**src/rtl/core/lqe_pkg.sv**
```systemverilog
// ----------------------------------------------------------------------------
// lqe_pkg
// shared widths, types and helpers for the line to quad expander
// ----------------------------------------------------------------------------
package lqe_pkg;

    // field widths
    localparam int COORD_WIDTH = 32;
    localparam int FRAC_BITS   = 16;
    localparam int CFG_WIDTH   = 31;
    localparam int RGBA_WIDTH  = 64;

    // derived widths
    localparam int MAG_W   = COORD_WIDTH + 1;
    localparam int POS_W   = $clog2(MAG_W);
    localparam int SQ_W    = 2 * CFG_WIDTH;
    localparam int HW      = SQ_W - FRAC_BITS;
    localparam int NORM_W  = 30;
    localparam int NORM_TOP = NORM_W - 1;
    localparam int UQ_W    = NORM_W + 1;
    localparam int HH_W    = HW - NORM_W;
    localparam int PH_W    = HH_W + UQ_W;
    localparam int PL_W    = NORM_W + UQ_W;
    localparam int PW      = HW + 1;
    localparam int SUM_W   = ((COORD_WIDTH > PW) ? COORD_WIDTH : PW) + 1;

    // stream widths
    localparam int IN_BITS  = 6 * COORD_WIDTH + CFG_WIDTH + 2 * RGBA_WIDTH;
    localparam int IN_DW    = ((IN_BITS + 7) / 8) * 8;
    localparam int OUT_BITS = 3 * COORD_WIDTH + RGBA_WIDTH;
    localparam int OUT_DW   = ((OUT_BITS + 7) / 8) * 8;

    // rounding constants
    localparam logic [SQ_W-1:0] H_ROUND   = SQ_W'(64'd1 << (FRAC_BITS - 1));
    localparam logic [63:0]     MAG_LIMIT = (64'd1 << CFG_WIDTH) - 64'd1;
    localparam logic [PL_W:0]   U_ROUND   = (PL_W + 1)'(64'd1 << (NORM_W - 1));

    // pipeline shape of the iterative units
    localparam int SQ_STAGES  = 8;
    localparam int SQ_STEPS   = 4;
    localparam int DIV_STAGES = 8;
    localparam int DIV_STEPS  = 4;

    // configuration register indexes
    localparam logic REG_LENGTH_EPSILON  = 1'b0;
    localparam logic REG_THICKNESS_SCALE = 1'b1;

    typedef logic signed [COORD_WIDTH-1:0] coord_t;
    typedef logic [RGBA_WIDTH-1:0]         rgba_t;
    typedef logic [CFG_WIDTH-1:0]          cfgval_t;

    // one input segment
    typedef struct packed {
        coord_t  start_x;
        coord_t  start_y;
        coord_t  start_z;
        coord_t  end_x;
        coord_t  end_y;
        coord_t  end_z;
        cfgval_t width;
        rgba_t   head_rgba;
        rgba_t   tail_rgba;
    } seg_t;

    // values that ride alongside the offset computation
    typedef struct packed {
        coord_t          sx;
        coord_t          sy;
        coord_t          sz;
        coord_t          ex;
        coord_t          ey;
        coord_t          ez;
        rgba_t           head;
        rgba_t           tail;
        logic [HW-1:0]   h;
        logic            keep;
        logic            zero;
        logic            neg_z;
        logic            pos_x;
    } side_t;

    typedef struct packed {
        side_t             side;
        logic [NORM_W-1:0] na;
        logic [NORM_W-1:0] nb;
        logic [63:0]       sq;
    } sqrt_in_t;

    typedef struct packed {
        side_t             side;
        logic [NORM_W-1:0] na;
        logic [NORM_W-1:0] nb;
        logic [UQ_W-1:0]   root;
    } div_in_t;

    typedef struct packed {
        side_t           side;
        logic [UQ_W-1:0] ua;
        logic [UQ_W-1:0] ub;
    } emit_in_t;

    // clamp a wide signed sum into the coordinate range
    function automatic coord_t sat_coord(input logic signed [SUM_W-1:0] v);
        logic [SUM_W-COORD_WIDTH:0] top;
        coord_t res;
        top = v[SUM_W-1:COORD_WIDTH-1];
        if ((top == '0) || (top == '1)) begin
            res = v[COORD_WIDTH-1:0];
        end else if (v[SUM_W-1]) begin
            res = {1'b1, {(COORD_WIDTH-1){1'b0}}};
        end else begin
            res = {1'b0, {(COORD_WIDTH-1){1'b1}}};
        end
        return res;
    endfunction

endpackage

```
**src/rtl/core/lqe_isqrt.sv**
```systemverilog
// ----------------------------------------------------------------------------
// lqe_isqrt
// pipelined integer square root, two radicand bits per step
// ----------------------------------------------------------------------------
module lqe_isqrt
    import lqe_pkg::*;
(
    input  logic     clk,
    input  logic     rst_n,
    input  logic     adv,
    input  logic     in_valid,
    input  sqrt_in_t in_item,
    output logic     out_valid,
    output div_in_t  out_item
);

    typedef struct packed {
        side_t             side;
        logic [NORM_W-1:0] na;
        logic [NORM_W-1:0] nb;
        logic [63:0]       rad;
        logic [35:0]       rem;
        logic [31:0]       root;
    } sq_stage_t;

    sq_stage_t first_stage;
    sq_stage_t stg_in   [SQ_STAGES];
    sq_stage_t stg_next [SQ_STAGES];
    sq_stage_t stg_reg  [SQ_STAGES];
    logic [SQ_STAGES-1:0] vld_reg;

    // load the radicand
    always_comb
    begin
        first_stage.side = in_item.side;
        first_stage.na   = in_item.na;
        first_stage.nb   = in_item.nb;
        first_stage.rad  = in_item.sq;
        first_stage.rem  = '0;
        first_stage.root = '0;
    end

    for (genvar k = 0; k < SQ_STAGES; k++)
    begin : g_stage
        if (k == 0)
        begin : g_first
            assign stg_in[k] = first_stage;
        end
        else
        begin : g_chain
            assign stg_in[k] = stg_reg[k-1];
        end

        // restoring root steps
        always_comb
        begin
            sq_stage_t   s;
            logic [35:0] r;
            logic [35:0] t;
            s = stg_in[k];
            for (int j = 0; j < SQ_STEPS; j++)
            begin
                r = {s.rem[33:0], s.rad[63:62]};
                t = {2'b00, s.root, 2'b01};
                if (r >= t)
                begin
                    s.rem  = r - t;
                    s.root = {s.root[30:0], 1'b1};
                end
                else
                begin
                    s.rem  = r;
                    s.root = {s.root[30:0], 1'b0};
                end
                s.rad = {s.rad[61:0], 2'b00};
            end
            stg_next[k] = s;
        end

        always_ff @(posedge clk)
        begin
            if (adv)
            begin
                stg_reg[k] <= stg_next[k];
            end
        end
    end

    // valid bits
    always_ff @(posedge clk or negedge rst_n)
    begin
        if (!rst_n)
        begin
            vld_reg <= '0;
        end
        else if (adv)
        begin
            vld_reg <= {vld_reg[SQ_STAGES-2:0], in_valid};
        end
    end

    assign out_valid     = vld_reg[SQ_STAGES-1];
    assign out_item.side = stg_reg[SQ_STAGES-1].side;
    assign out_item.na   = stg_reg[SQ_STAGES-1].na;
    assign out_item.nb   = stg_reg[SQ_STAGES-1].nb;
    assign out_item.root = stg_reg[SQ_STAGES-1].root[UQ_W-1:0];

endmodule

```
**config.mk**
```make
export PLATFORM = sky130hd
export DESIGN_NAME = lqe_isqrt
export DESIGN_NICKNAME = d
export VERILOG_FILES = /design/src/rtl/core/lqe_pkg.sv /design/src/rtl/core/lqe_isqrt.sv
export SDC_FILE = /design/constraint.sdc
export NUM_CORES = 2
export LEC_CHECK = 0
export BUFFER_PORTS_ARGS = -buffer_cell sky130_fd_sc_hd__buf_4
export CAP_MARGIN = 40
export CORE_ASPECT_RATIO = 0.75
export CORE_MARGIN = 2
export CORE_UTILIZATION = 55
export CTS_CLUSTER_SIZE = 12
export DETAILED_ROUTE_END_ITERATION = 8
export PLACE_DENSITY = 0.74
export SLEW_MARGIN = 30
export SYNTH_ARGS = -nofsm -noshare
export SYNTH_HDL_FRONTEND = slang
export SYNTH_MEMORY_MAX_BITS = 65536
export SYNTH_SLANG_ARGS = --single-unit
```
**constraint.sdc**
```tcl
create_clock -name clk -period 18.3 [get_ports clk]
set_input_delay 1.83 -clock clk [delete_from_list [all_inputs] [get_ports clk]]
set_output_delay 1.83 -clock clk [all_outputs]
set_load 0.02 [all_outputs]
```
==> key figures <==
Routing
  • 1st-iter DRT viols: approximately 10k
  • Drt total wl: ~420000 um
  • Routed via count: approximately 100k
  • Vias per cell: just under 6
  • # DRC: 0
  • Drt first pass iters: 9
  • Detail Route Antenna Nets: 0
  • Avg WL per Cell: 25.0 um

Synth
  • Sequential-to-total area share from yosys stat: between 70% and 80%
  • Async S/R FF share, synth: less than 1%
  • Mapped cell area: ~170000 sq um
  • Synth unique cells: 118
  • Register bit total from synthesis: about 4.1k
  • Post-Syn Area per Cell: around 15 sq um
  • Ys flop type: edfxtp_1
  • EDFF count, synth: just over 4k
  • Ys Warns: 0
  • Syn Inst Count: between 10k and 15k

Cells and area
  • FILL cells: 21.5k
  • Final Instance Area: approximately 190000 sq um
  • Max FFs per register: just over 4k
  • Post-route insts no fill: between 15k and 20k
  • Layout Nets: between 10k and 15k
  • Most common cell after layout, fill and taps aside: edfxtp_1
  • Area growth from synthesis to layout: 14.2%
  • Share of layout cells above drive strength 1: ~14%
  • Most frequent cells in the layout: edfxtp_1, buf_4, nand2_1

Clock network
  • Clock slew at reported path FFs: around 0.06 ns
  • CTS buffer count: 396
  • CTS Hold Bufs: 0
  • Post_cts resized: 0
  • Root Driver: clkbuf_16
  • Clk_lat worst skew: 0.93 ns
  • Num Clock Sinks: 4053
  • H-tree depth: 5
  • Clock buffer depth: 4
  • CTS tree: yes
  • Setup Buffers After CTS: 0

Place
  • Dpl cell area: between 150000 and 200000 sq um
  • Post-DP HPWL: between 200000 and 300000 um
  • Placed Cells incl. Taps: 16.2k
  • Routability cong.: approximately 0.96
  • Port buffer count: between 900 and 1k

GRT
  • Pin count of the biggest net entering global routing: 201
  • Gr usage total: around a quarter
  • First-pass GRT wire length: a little over 600000 um
  • Vias in the first global route: roughly 96k
  • Antenna violations before repair: 36
  • Grt total ovfl: 0

Die
  • Starting density of the core: a little under three fifths
  • Rows: 175
  • Top-Level Pins: 960
  • Die Y: around 480 um
  • Die area: slightly above 300000 sq um
  • Core area: 304000 sq um
  • Chip Width: between 600 and 700 um

Pwr
  • Peak VDD IR: around 0.18 mV
  • Pwr/cell area: 167 nW/um^2
  • Leak: between 70 and 80 nW
  • Tot Pwr: 32.1 mW

Setup path
  • Setup CP Type: reg -> reg
  • CP Launch Point: stg_reg[1][577]$_DFFE_PP_
  • FF-to-FF End: stg_reg[1][1165]$_DFFE_PP_
  • CP most frequent cell: a21o_1
  • Critical path required time: about 19 ns
  • R2R setup slack: roughly 3.2 ns
  • Register-to-Register Path Depth: 52
  • RR Startpoint: stg_reg[1][577]$_DFFE_PP_
  • Crit-path max FO: 55
  • Critical Path AT: 15.71 ns
  • Critical Path Source Type: register
  • CP endpoint kind: register
  • Slowest cell on crit path: or4_1
  • CP Capture Point: stg_reg[1][1165]$_DFFE_PP_
  • CP peak stage delay: just under 0.7 ns

Timing
  • Fin Setup TNS: 0 ns
  • Slew of the pin with the lowest slew margin: 0.936 ns
  • Final slew viol count: 0
  • Max-slew headroom: a little under two fifths
  • Final Critical Period: 15.11 ns
  • Clk_skew: 0.0760 ns
  • Count of final setup violators: 0
  • Final period utilization: between 80% and 90%
  • Fmax achieved: about 0.066 GHz
  • Final hold viol count: 0
  • RSZ-0062 raised after global routing: no

Worst hold path
  • Worst Hold Class: reg -> reg

Flow run
  • Max capacitance violation total: 0

Outcome
  • Outcome: finished, final reports clean
## critical path: cells and delay by family, from the launching register on
kind | cells | cell delay, ns
compound gates | 26 | 6.84
simple gates | 13 | 3.34
buf+inv | 6 | 1.84
fa+ha+maj | 4 | 1.51
mux | 2 | 0.69
flops | 1 | 0.39
xor+xnor | 1 | 0.15
## cell usage after synthesis (all sizes together) (19+ instances only)
library cell | instances | area share (%)
a2111oi | 25 | 0.15
a211o | 25 | 0.13
a211oi | 64 | 0.30
a21boi | 28 | 0.12
a21o | 303 | 1.4
a21oi | 710 | 2.1
a31oi | 86 | 0.32
a41oi | 20 | 0.10
and2 | 68 | 0.25
and3 | 63 | 0.24
buf | 54 | 0.16
clkbuf | 212 | 0.47
edfxtp | 4045 | 72
ha | 560 | 4.2
inv | 363 | 0.81
mux2 | 91 | 0.61
mux2i | 41 | 0.24
nand2 | 730 | 1.6
nand2b | 100 | 0.37
nand3 | 223 | 0.67
nand3b | 33 | 0.15
nand4 | 155 | 0.58
nand4b | 25 | 0.13
nor2 | 703 | 1.6
nor2b | 87 | 0.32
nor3 | 201 | 0.60
nor3b | 26 | 0.12
nor4 | 110 | 0.44
nor4b | 23 | 0.13
o2111ai | 28 | 0.15
o211ai | 55 | 0.25
o21a | 100 | 0.45
o21ai | 491 | 1.5
o21bai | 96 | 0.43
o22ai | 21 | 0.078
o31a | 28 | 0.15
o31ai | 56 | 0.25
o41ai | 19 | 0.10
or2 | 63 | 0.23
or3 | 98 | 0.36
or4 | 52 | 0.25
xnor2 | 498 | 2.6
xor2 | 254 | 1.3
## cells by family after synthesis
group                      count (synthesis)  synth area share (%)
muxes                                    132                 0.852
DFF                                     4053                  72.3
and+or+nand+nor                         2821                  8.40
xor gates and xnor gates                 752                  3.92
adders and majority gates                560                  4.16
buffers and inverters                    634                  1.45
AOI/OAI and AO/OA                       2340                  8.94
other                                      1               0.00223
## stage by stage
stage / hold WS, ns / util (%) / setup WS [ns]
final: 0.354 / 63.3 / 3.19
after detailed placement: 0.405 / 59.6 / 2.90
after CTS: 0.355 / 63.1 / 2.86
after global placement: 0.400 / 59.4 / 3.17
after global routing: 0.356 / 63.3 / 2.25
after floorplan: 0.400 / - / 6.02
## how the worst min path moves through the flow
| stage | slack (ns) | from | endpoint | depth (start not counted) |
|---|---|---|---|---|
| after floorplan | 0.40 | stg_reg[0][446]$_DFFE_PP_ | stg_reg[0][1000]$_DFFE_PP_ | 0 |
| after global routing | 0.36 | stg_reg[1][867]$_DFFE_PP_ | stg_reg[1][1421]$_DFFE_PP_ | 0 |
| final | 0.35 | stg_reg[1][801]$_DFFE_PP_ | stg_reg[1][1355]$_DFFE_PP_ | 0 |
| after global placement | 0.40 | stg_reg[0][1356]$_DFFE_PP_ | stg_reg[0][1910]$_DFFE_PP_ | 0 |
| after CTS | 0.36 | stg_reg[1][801]$_DFFE_PP_ | stg_reg[1][1355]$_DFFE_PP_ | 0 |
| after detailed placement | 0.40 | stg_reg[0][448]$_DFFE_PP_ | stg_reg[0][1002]$_DFFE_PP_ | 0 |
## power by group
| part | leakage [nW] | switching (mW) | internal (mW) | total (mW) |
|---|---|---|---|---|
| registers | 39.5 | 0.435 | 11.3 | 11.8 |
| clock network | 5.29 | 3.30 | 3.97 | 7.27 |
| logic | 25.9 | 8.16 | 4.89 | 13.1 |
| total | 70.7 | 11.9 | 20.2 | 32.1 |
## routing by layer
layer  wire (um)  up-vias  global-route usage, %
li1            -    45639                      -
met1      181000    48865                   37.6
met2      198000     3767                   42.1
met3       28700      613                   4.50
met4       10500       26                   6.45
met5         198        -                      0
## area by class of cell
type	instances	area (sq um)	area share [%]
timing repair buffer	1108	8940	4.65
clock buffer	424	10000	5.22
antenna	16	40.0	0.0208
inverter	368	1380	0.720
tap	4071	5090	2.65
sequential	4053	122000	63.3
clock inverter	66	832	0.433
multi-input combinational	6608	44300	23.0
Note: power is estimated with default switching activity, not from simulation.
